`src/hw/rtl/owbm_pkg.sv`:
```
// Shared types and constants of the 1-Wire bus master core.
// Holds request codes, register indexes, reset values and the result record.
// Depends on nothing; every other file of the block imports it.
package owbm_pkg;

    localparam int TIMER_BITS_DEFAULT = 10;
    localparam int BITS_PER_BYTE      = 8;
    localparam int CFG_DATA_BITS      = 10;
    localparam int CFG_INDEX_BITS     = 3;

    // Fixed durations of the reset sequence, in microseconds.
    localparam logic [9:0] SETTLE_US      = 10'd20;
    localparam logic [9:0] SAMPLE_WAIT_US = 10'd50;
    localparam logic [9:0] RESET_RECOV_US = 10'd120;
    localparam logic [9:0] COUNT_MAX      = 10'd1023;

    // Register reset values.
    localparam logic [9:0] PRE_RESET_IDLE_RST   = 10'd100;
    localparam logic [9:0] RESET_LOW_RST        = 10'd560;
    localparam logic [9:0] PRESENCE_WINDOW_RST  = 10'd300;
    localparam logic [9:0] PRESENCE_MIN_LOW_RST = 10'd30;
    localparam logic [7:0] SHORT_LOW_RST        = 8'd5;
    localparam logic [7:0] LONG_LOW_RST         = 8'd80;
    localparam logic [7:0] READ_SAMPLE_RST      = 8'd10;
    localparam logic [7:0] READ_RECOVERY_RST    = 8'd50;

    typedef enum logic [1:0] {
        OP_TICK  = 2'd0,
        OP_RESET = 2'd1,
        OP_WRITE = 2'd2,
        OP_READ  = 2'd3
    } t_op;

    typedef enum logic [CFG_INDEX_BITS-1:0] {
        CFG_PRE_RESET_IDLE   = 3'd0,
        CFG_RESET_LOW        = 3'd1,
        CFG_PRESENCE_WINDOW  = 3'd2,
        CFG_PRESENCE_MIN_LOW = 3'd3,
        CFG_SHORT_LOW        = 3'd4,
        CFG_LONG_LOW         = 3'd5,
        CFG_READ_SAMPLE      = 3'd6,
        CFG_READ_RECOVERY    = 3'd7
    } t_cfg_idx;

    typedef struct packed {
        logic [9:0] pre_reset_idle_us;
        logic [9:0] reset_low_us;
        logic [9:0] presence_window_us;
        logic [9:0] presence_min_low_us;
        logic [7:0] short_low_us;
        logic [7:0] long_low_us;
        logic [7:0] read_sample_us;
        logic [7:0] read_recovery_us;
    } t_cfg;

    typedef struct packed {
        logic [7:0] read_data;
        logic       presence;
        logic       done_res;
        logic       busy_res;
        logic       drive_low;
    } t_result;

endpackage

```
`src/hw/rtl/owbm_cfg.sv`:
```
// Timing register file of the 1-Wire bus master core.
// Depends on owbm_pkg for the register indexes, reset values and t_cfg.
module owbm_cfg (
    input  logic                                 i_clk,
    input  logic                                 i_rst_n,
    input  logic                                 i_cfg_we,
    input  logic [owbm_pkg::CFG_INDEX_BITS-1:0]  i_cfg_index,
    input  logic [owbm_pkg::CFG_DATA_BITS-1:0]   i_cfg_wdata,
    output owbm_pkg::t_cfg                       o_cfg
);
    import owbm_pkg::*;

    t_cfg r_cfg;

    always_ff @(posedge i_clk) begin
        if (!i_rst_n) begin
            r_cfg.pre_reset_idle_us   <= PRE_RESET_IDLE_RST;
            r_cfg.reset_low_us        <= RESET_LOW_RST;
            r_cfg.presence_window_us  <= PRESENCE_WINDOW_RST;
            r_cfg.presence_min_low_us <= PRESENCE_MIN_LOW_RST;
            r_cfg.short_low_us        <= SHORT_LOW_RST;
            r_cfg.long_low_us         <= LONG_LOW_RST;
            r_cfg.read_sample_us      <= READ_SAMPLE_RST;
            r_cfg.read_recovery_us    <= READ_RECOVERY_RST;
        end else if (i_cfg_we) begin
            case (t_cfg_idx'(i_cfg_index))
                CFG_PRE_RESET_IDLE:   r_cfg.pre_reset_idle_us   <= i_cfg_wdata;
                CFG_RESET_LOW:        r_cfg.reset_low_us        <= i_cfg_wdata;
                CFG_PRESENCE_WINDOW:  r_cfg.presence_window_us  <= i_cfg_wdata;
                CFG_PRESENCE_MIN_LOW: r_cfg.presence_min_low_us <= i_cfg_wdata;
                CFG_SHORT_LOW:        r_cfg.short_low_us        <= i_cfg_wdata[7:0];
                CFG_LONG_LOW:         r_cfg.long_low_us         <= i_cfg_wdata[7:0];
                CFG_READ_SAMPLE:      r_cfg.read_sample_us      <= i_cfg_wdata[7:0];
                CFG_READ_RECOVERY:    r_cfg.read_recovery_us    <= i_cfg_wdata[7:0];
                default: ;
            endcase
        end
    end

    assign o_cfg = r_cfg;

endmodule

```
`src/hw/rtl/owbm_seq.sv`:
```
// Bus sequencer of the 1-Wire bus master core: phase state, timers, shifter.
// Handles one tick or command per valid cycle and presents its result.
// Depends on owbm_pkg for request codes, t_cfg and t_result.
module owbm_seq #(
    parameter int TIMER_BITS = owbm_pkg::TIMER_BITS_DEFAULT
) (
    input  logic                i_clk,
    input  logic                i_rst_n,
    input  logic                i_valid,
    input  logic [1:0]          i_operation,
    input  logic [7:0]          i_write_data,
    input  logic                i_line_level,
    input  owbm_pkg::t_cfg      i_cfg,
    output owbm_pkg::t_result   o_result
);
    import owbm_pkg::*;

    localparam int W = (TIMER_BITS > 10) ? TIMER_BITS : 10;
    localparam logic [W-1:0] TMAX_W = W'((2 ** TIMER_BITS) - 1);
    localparam logic [2:0] LAST_BIT = 3'(BITS_PER_BYTE - 1);

    typedef enum logic [3:0] {
        PH_IDLE, PH_R_IDLE, PH_R_LOW, PH_R_SETTLE, PH_R_WINDOW, PH_R_WAIT,
        PH_R_RECOV, PH_W_LOW, PH_W_HIGH, PH_RD_LOW, PH_RD_WAIT, PH_RD_RECOV
    } t_phase;

    // A zero duration counts as one microsecond; long ones clamp to the timer.
    function automatic logic [TIMER_BITS-1:0] dur(input logic [9:0] v);
        logic [W-1:0] vx;
        vx = W'(v);
        if (v == 10'd0) begin
            return TIMER_BITS'(1);
        end else if (vx > TMAX_W) begin
            return TMAX_W[TIMER_BITS-1:0];
        end else begin
            return vx[TIMER_BITS-1:0];
        end
    endfunction

    t_phase                r_phase,   n_phase;
    logic [TIMER_BITS-1:0] r_timer,   n_timer;
    logic [2:0]            r_bit,     n_bit;
    logic [7:0]            r_shift,   n_shift;
    logic [9:0]            r_count,   n_count;
    logic                  r_seen,    n_seen;
    logic                  r_ended,   n_ended;
    logic                  r_presence, n_presence;
    logic                  r_drive,   n_drive;
    logic [7:0]            r_read,    n_read;
    logic                  done;
    logic [TIMER_BITS-1:0] timer_inc;
    logic [TIMER_BITS-1:0] phase_len;

    always_comb begin
        case (r_phase)
            PH_R_IDLE:   phase_len = dur(i_cfg.pre_reset_idle_us);
            PH_R_LOW:    phase_len = dur(i_cfg.reset_low_us);
            PH_R_SETTLE: phase_len = dur(SETTLE_US);
            PH_R_WINDOW: phase_len = dur(i_cfg.presence_window_us);
            PH_R_WAIT:   phase_len = dur(SAMPLE_WAIT_US);
            PH_R_RECOV:  phase_len = dur(RESET_RECOV_US);
            PH_W_LOW:    phase_len = dur({2'b00, r_shift[0] ? i_cfg.short_low_us
                                                            : i_cfg.long_low_us});
            PH_W_HIGH:   phase_len = dur({2'b00, r_shift[0] ? i_cfg.long_low_us
                                                            : i_cfg.short_low_us});
            PH_RD_LOW:   phase_len = dur({2'b00, i_cfg.short_low_us});
            PH_RD_WAIT:  phase_len = dur({2'b00, i_cfg.read_sample_us});
            default:     phase_len = dur({2'b00, i_cfg.read_recovery_us});
        endcase
    end

    assign timer_inc = r_timer + TIMER_BITS'(1);

    always_comb begin
        n_phase    = r_phase;
        n_timer    = r_timer;
        n_bit      = r_bit;
        n_shift    = r_shift;
        n_count    = r_count;
        n_seen     = r_seen;
        n_ended    = r_ended;
        n_presence = r_presence;
        n_drive    = r_drive;
        n_read     = r_read;
        done       = 1'b0;
        if (i_valid) begin
            if (t_op'(i_operation) == OP_TICK) begin
                if (r_phase != PH_IDLE) begin
                    // The first complete low pulse in the window is measured.
                    if (r_phase == PH_R_WINDOW) begin
                        if (!i_line_level && !r_ended) begin
                            n_seen = 1'b1;
                            if (r_count != COUNT_MAX) begin
                                n_count = r_count + 10'd1;
                            end
                        end else if (i_line_level && r_seen) begin
                            n_ended = 1'b1;
                        end
                    end
                    n_timer = timer_inc;
                    if (timer_inc >= phase_len) begin
                        n_timer = '0;
                        n_drive = 1'b0;
                        case (r_phase)
                            PH_R_IDLE: begin
                                n_phase = PH_R_LOW;
                                n_drive = 1'b1;
                            end
                            PH_R_LOW:    n_phase = PH_R_SETTLE;
                            PH_R_SETTLE: n_phase = PH_R_WINDOW;
                            PH_R_WINDOW: n_phase = PH_R_WAIT;
                            PH_R_WAIT: begin
                                n_presence = r_ended && (r_count > i_cfg.presence_min_low_us)
                                             && i_line_level;
                                n_phase = PH_R_RECOV;
                            end
                            PH_W_LOW:    n_phase = PH_W_HIGH;
                            PH_W_HIGH: begin
                                if (r_bit >= LAST_BIT) begin
                                    n_phase = PH_IDLE;
                                    done    = 1'b1;
                                end else begin
                                    n_bit   = r_bit + 3'd1;
                                    n_shift = {1'b0, r_shift[7:1]};
                                    n_phase = PH_W_LOW;
                                    n_drive = 1'b1;
                                end
                            end
                            PH_RD_LOW:   n_phase = PH_RD_WAIT;
                            PH_RD_WAIT: begin
                                n_shift = {i_line_level, r_shift[7:1]};
                                n_phase = PH_RD_RECOV;
                            end
                            PH_RD_RECOV: begin
                                if (r_bit >= LAST_BIT) begin
                                    n_read  = r_shift;
                                    n_phase = PH_IDLE;
                                    done    = 1'b1;
                                end else begin
                                    n_bit   = r_bit + 3'd1;
                                    n_phase = PH_RD_LOW;
                                    n_drive = 1'b1;
                                end
                            end
                            default: begin
                                n_phase = PH_IDLE;
                                done    = 1'b1;
                            end
                        endcase
                    end
                end
            end else if (r_phase == PH_IDLE) begin
                n_bit   = 3'd0;
                n_timer = '0;
                case (t_op'(i_operation))
                    OP_RESET: begin
                        n_count = 10'd0;
                        n_seen  = 1'b0;
                        n_ended = 1'b0;
                        n_phase = PH_R_IDLE;
                        n_drive = 1'b0;
                    end
                    OP_WRITE: begin
                        n_shift = i_write_data;
                        n_phase = PH_W_LOW;
                        n_drive = 1'b1;
                    end
                    default: begin
                        n_shift = 8'd0;
                        n_phase = PH_RD_LOW;
                        n_drive = 1'b1;
                    end
                endcase
            end
        end
    end

    always_ff @(posedge i_clk) begin
        if (!i_rst_n) begin
            r_phase    <= PH_IDLE;
            r_timer    <= '0;
            r_bit      <= 3'd0;
            r_shift    <= 8'd0;
            r_count    <= 10'd0;
            r_seen     <= 1'b0;
            r_ended    <= 1'b0;
            r_presence <= 1'b0;
            r_drive    <= 1'b0;
            r_read     <= 8'd0;
        end else begin
            r_phase    <= n_phase;
            r_timer    <= n_timer;
            r_bit      <= n_bit;
            r_shift    <= n_shift;
            r_count    <= n_count;
            r_seen     <= n_seen;
            r_ended    <= n_ended;
            r_presence <= n_presence;
            r_drive    <= n_drive;
            r_read     <= n_read;
        end
    end

    assign o_result.drive_low = n_drive;
    assign o_result.busy_res  = (n_phase != PH_IDLE);
    assign o_result.done_res  = done;
    assign o_result.presence  = n_presence;
    assign o_result.read_data = n_read;

endmodule

```
`src/hw/rtl/onewire_bus_master_core.sv`:
```
// Top level of the 1-Wire bus master core: request register, sequencer, result register.
// Depends on owbm_pkg, owbm_cfg and owbm_seq.
//
// Usage. Every request on the slave stream is either a one-microsecond tick, carrying
// the bus level sampled during that microsecond, or a command (bus reset, write byte,
// read byte) given in tuser. Commands are taken only while the sequencer is idle; one
// that arrives while busy is dropped and still yields a result. Each request yields
// exactly one result on the master stream: the line drive for the coming microsecond,
// busy, done, the presence flag and the last byte read.
// A result passes through the request register, which captures the request when it is
// accepted, and the result register, which the sequencer writes when the pipeline
// advances; the result is valid once it sits in the result register.
// A request can be accepted every cycle while the receiver takes results, since the
// sequencer updates its whole state in the cycle it acts on a request.
// When the receiver stalls, the result register holds its value and the request
// register holds one more request; only then does o_s_tready fall. Reset clears both
// pipeline registers, puts the sequencer in idle with the line released, and loads
// the timing registers with their default values. The user must write timing registers
// through the configuration port only while the core is idle; it is not enforced.
module onewire_bus_master_core #(
    parameter int TIMER_BITS = owbm_pkg::TIMER_BITS_DEFAULT
) (
    input  logic                                 i_clk,
    input  logic                                 i_rst_n,
    input  logic                                 i_s_tvalid,
    output logic                                 o_s_tready,
    // tdata: write_data [7:0], line_level [8], zero [15:9]
    input  logic [15:0]                          i_s_tdata,
    // tuser: operation [1:0]
    input  logic [1:0]                           i_s_tuser,
    output logic                                 o_m_tvalid,
    input  logic                                 i_m_tready,
    // tdata: drive_low [0], busy_res [1], done_res [2], presence [3],
    //        read_data [11:4], zero [15:12]
    output logic [15:0]                          o_m_tdata,
    input  logic                                 i_cfg_we,
    input  logic [owbm_pkg::CFG_INDEX_BITS-1:0]  i_cfg_index,
    input  logic [owbm_pkg::CFG_DATA_BITS-1:0]   i_cfg_wdata
);
    import owbm_pkg::*;

    t_cfg       cfg;
    t_result    result;
    logic       advance;
    logic       r_in_valid;
    logic [1:0] r_in_operation;
    logic [7:0] r_in_write_data;
    logic       r_in_line_level;
    logic       r_out_valid;
    t_result    r_out;

    // The pipeline moves whenever the result register is empty or being taken.
    assign advance    = !r_out_valid || i_m_tready;
    assign o_s_tready = !r_in_valid || advance;

    always_ff @(posedge i_clk) begin
        if (!i_rst_n) begin
            r_in_valid <= 1'b0;
        end else if (o_s_tready) begin
            r_in_valid <= i_s_tvalid;
        end
    end

    always_ff @(posedge i_clk) begin
        if (o_s_tready && i_s_tvalid) begin
            r_in_operation  <= i_s_tuser;
            r_in_write_data <= i_s_tdata[7:0];
            r_in_line_level <= i_s_tdata[8];
        end
    end

    owbm_cfg u_cfg (
        .i_clk       (i_clk),
        .i_rst_n     (i_rst_n),
        .i_cfg_we    (i_cfg_we),
        .i_cfg_index (i_cfg_index),
        .i_cfg_wdata (i_cfg_wdata),
        .o_cfg       (cfg)
    );

    // The sequencer acts on a request exactly once, in the cycle it leaves the
    // request register for the result register.
    owbm_seq #(
        .TIMER_BITS (TIMER_BITS)
    ) u_seq (
        .i_clk        (i_clk),
        .i_rst_n      (i_rst_n),
        .i_valid      (r_in_valid && advance),
        .i_operation  (r_in_operation),
        .i_write_data (r_in_write_data),
        .i_line_level (r_in_line_level),
        .i_cfg        (cfg),
        .o_result     (result)
    );

    always_ff @(posedge i_clk) begin
        if (!i_rst_n) begin
            r_out_valid <= 1'b0;
        end else if (advance) begin
            r_out_valid <= r_in_valid;
        end
    end

    always_ff @(posedge i_clk) begin
        if (advance && r_in_valid) begin
            r_out <= result;
        end
    end

    assign o_m_tvalid = r_out_valid;
    assign o_m_tdata  = {4'd0, r_out};

endmodule

```
`config.mk`:
```
export PLATFORM = sky130hd
export DESIGN_NAME = onewire_bus_master_core
export DESIGN_NICKNAME = d
export VERILOG_FILES = /design/src/hw/rtl/owbm_pkg.sv /design/src/hw/rtl/owbm_cfg.sv /design/src/hw/rtl/owbm_seq.sv /design/src/hw/rtl/onewire_bus_master_core.sv
export SDC_FILE = /design/constraint.sdc
export NUM_CORES = 1
export LEC_CHECK = 0
export ABC_CLOCK_PERIOD_IN_PS = 5900
export BUFFER_PORTS_ARGS = -buffer_cell sky130_fd_sc_hd__buf_2
export CORE_MARGIN = 4
export CORE_UTILIZATION = 63
export CTS_CLUSTER_DIAMETER = 50
export DETAILED_ROUTE_END_ITERATION = 6
export GPL_TIMING_DRIVEN = 0
export PLACE_DENSITY_LB_ADDON = 0.3
export SETUP_SLACK_MARGIN = 0.2
export SYNTH_ARGS = -nofsm -noshare
export SYNTH_HDL_FRONTEND = slang
export SYNTH_SLANG_ARGS = --single-unit
```
`constraint.sdc`:
```
create_clock -name i_clk -period 5.9 [get_ports i_clk]
set_clock_uncertainty 0.05 [all_clocks]
set_input_delay 0.295 -clock i_clk [delete_from_list [all_inputs] [get_ports i_clk]]
set_output_delay 0.295 -clock i_clk [all_outputs]
set_load 0.01 [all_outputs]
```
==> out/qor.txt <==
vias in the first global route = 6615
Residual DRC = 0
Min Clock Period, post-route = 4.74 ns
hold path depth = 3
Clock Latency Late Sink = 0.44 ns
first drt pass iteration count = 6
number of core rows = 39
Max VDD drop = 0.292 mV
GRT met3 Usage = 0.0823
Die Span X = 117 µm
YS warnings = 0
cells on worst reg2reg path = 14
leak pwr = 3.24 nW
crit path max fanout = 10
critical path's slowest cell = or4_1
Most used DFF post-synth = dfxtp_1
transition time of the tightest slew-check pin = 1.36 ns
synth-to-layout area growth = 13.6%
top post-synthesis cells by count = nand2_1, dfxtp_1, a21oi_1, nand3_1, o21ai_0
Final nets = 1047
status = finished clean
CP Data Required Time = 6.02 ns
GRT Util Overall = 0.325
Post-synth EDFFs = 23
worst r2r src = u_seq.r_phase[3]$_SDFF_PN0_
R2R Path End = o_m_tdata[1]$_DFFE_PP_
RSZ-0062 raised after global routing = false
clk root buf = clkbuf_16
number of port buffers = 31
Antenna diodes = 0
met1 GRT Util = 0.434
Synth Register Bits = 144
syn avg cell area = 8.13 µm²
Crit path largest cell delay = 0.54 ns
PwrDens = 272 nW/µm²
DR vias = 7238
gpl congestion = 1.03
crit path from = u_seq.r_phase[3]$_SDFF_PN0_
post_cts resized = 0
Hold Path End = r_in_valid$_SDFFE_PN0N_
Arr. time, crit path = 4.86 ns
initial DRC count = 934
met2 usage in global routing = 0.500
clk slew on worst S/H paths = 0.06 ns
critical path class = reg2reg
per-cell routed wire length = 18.9 µm
Tcrit/Tclk final = 0.804
Mapped Cells = 918
CP endpoint kind = register
htree depth = 4
Die Ht = 117 µm
largest area contributor in the netlist = dfxtp_1
GRT Max-Usage Layer = met2
Via density = 6.36
largest cells by area after synthesis = dfxtp_1, nand2_1, edfxtp_1, a21oi_1, ha_1
dpl cell area = 7810 µm²
MaxCap Viol Count = 0
Post-DRT Antenna Nets = 0
final setup TNS = 0 ns
asr flop ratio synth = 0
hold path startpoint = i_s_tvalid
register area = 3110 µm²
TritonCTS clock tree = yes
Max Slew Vio Count = 0
fin area = 8480 µm²
# IOs = 54
multi-input logic area = 4030 µm²
CP cell instances = clkbuf_1 > clkbuf_1 > mux2i_1 > nor3_1 > a21oi_1 > nand3_1 > a221oi_1 > ha_1 > a21oi_1 > o21ai_0 > a31oi_1 > nand2_1 > mux2i_1 > or4_1
Hold Fails Final Rpt = 0
antenna violations before repair = 0
mapped cell area = 7460 µm²
FMAX = 0.211 GHz
clk buf depth = 2
startpoint types = register
largest net degree at the start of global routing = 17
post-synth top area share = 0.325
drt total wl = 21500 µm
fill cell count = 902
grt ovf = 0
Max-Slew Margin vs Limit = 0.0868
Initial Utilization = 0.648
Clock Sinks = 144
top-count cell post-synth = nand2_1
CTS buffer count = 17
Worst R2R Setup Slack = 1.16 ns
core area = 11500 µm²
DP Wirelength = 15600 µm
layout cells sized above 1 = 0.0995
setup violators final = 0
first-pass GRT wire length = 33900 µm
Seq/Total Area, Yosys = 0.417
die area = 13700 µm²
Distinct cells, synth = 76
worst min-delay path class = in2reg
placed cells by master, fill, tap and decap left out, drive strengths merged, types with 8 or more instances in the layout:
master / n
a21oi: 99
a22oi: 12
and2: 9
buf: 45
clkbuf: 58
dfxtp: 121
dlygate4sd3: 11
edfxtp: 23
ha: 29
inv: 30
nand2: 196
nand2b: 10
nand3: 55
nand4: 8
nor2: 50
nor2b: 12
nor3: 22
nor4: 9
o21ai: 52
o311a: 8
or4: 8
xnor2: 10
critical path, delay by kind of cell (launching register included):
kind	cells	cell delay (ns)
DFF	1	0.47
AOI/OAI and AO/OA	5	1.33
buffers and inverters	2	0.83
and+or+nand+nor	4	1.01
adders and majority gates	1	0.32
muxes	2	0.45
power by group:
part | switching (mW) | total (mW) | internal (mW)
Sequential | 0.0208 | 1.05 | 1.03
Clock | 0.422 | 1.03 | 0.605
Combinational | 0.153 | 0.231 | 0.0783
Total | 0.596 | 2.31 | 1.71
kinds of logic (layout without fill, tap and decap cells):
kind of cell	Yosys count	after routing	synth area share
xor gates and xnor gates	14	14	0.0164
and+or+nand+nor	396	396	0.251
other	1	4	0.000503
adders and majority gates	30	30	0.0500
AOI/OAI and AO/OA	248	248	0.210
muxes	8	8	0.0111
buffers and inverters	77	151	0.0444
DFF	144	144	0.417
worst max-delay path by stage:
| stage | end | slack, ns | cells after the start |
|---|---|---|---|
| after floorplan | o_m_tdata[1]$_DFFE_PP_ | 2.20 | 14 |
| after global placement | o_m_tdata[1]$_DFFE_PP_ | 1.25 | 14 |
| after detailed placement | o_m_tdata[1]$_DFFE_PP_ | 1.28 | 14 |
| after CTS | o_m_tdata[1]$_DFFE_PP_ | 1.26 | 14 |
| after global routing | o_m_tdata[1]$_DFFE_PP_ | 0.85 | 14 |
| final | o_m_tdata[1]$_DFFE_PP_ | 1.16 | 14 |
metrics by stage:
step | power (mW) | setup WS (ns) | hold slack (ns) | utilization | cells
CTS | 2.30 | 1.26 | 0.0467 | 0.736 | 1138
floorplan | 1.21 | 2.20 | 0.344 | - | 921
global placement | 1.28 | 1.25 | 0.389 | 0.678 | 1095
finish | 2.31 | 1.16 | 0.0669 | 0.736 | 1138
global route | 2.37 | 0.854 | 0.0936 | 0.736 | 1138
detailed placement | 1.29 | 1.28 | 0.398 | 0.678 | 1095
flip-flops by register name, indices dropped and copies added, names as in the netlist, 2 cells and up:
signal / cells
u_seq.r_phase: 4
r_in_operation: 2
u_seq.r_count: 10
r_in_write_data: 8
o_m_tdata: 12
u_seq.r_timer: 10
u_seq.r_shift: 8
u_cfg.o_cfg: 72
u_seq.r_bit: 3
u_seq.r_read: 8
repair_timing:
action	4_1_cts	5_1_grt
setup buffers	0	0
hold buffers	11	0
hold endpoints to repair	11	0
per-layer routing:
| metal | part of all wire | up-vias |
|---|---|---|
| li1 | - | 3437 |
| met1 | 0.42 | 3372 |
| met2 | 0.45 | 375 |
| met3 | 0.096 | 54 |
| met4 | 0.034 | 0 |
| met5 | 0 | - |
cell type report:
| class | instances | area share |
|---|---|---|
| multi-input combinational | 700 | 0.475 |
| sequential | 144 | 0.367 |
| timing repair buffer | 42 | 0.0313 |
| inverter | 26 | 0.0115 |
| clock inverter | 11 | 0.0121 |
| tap | 143 | 0.0211 |
| buffer | 51 | 0.0276 |
| clock buffer | 21 | 0.0543 |
(Power assumes the default switching activity.)
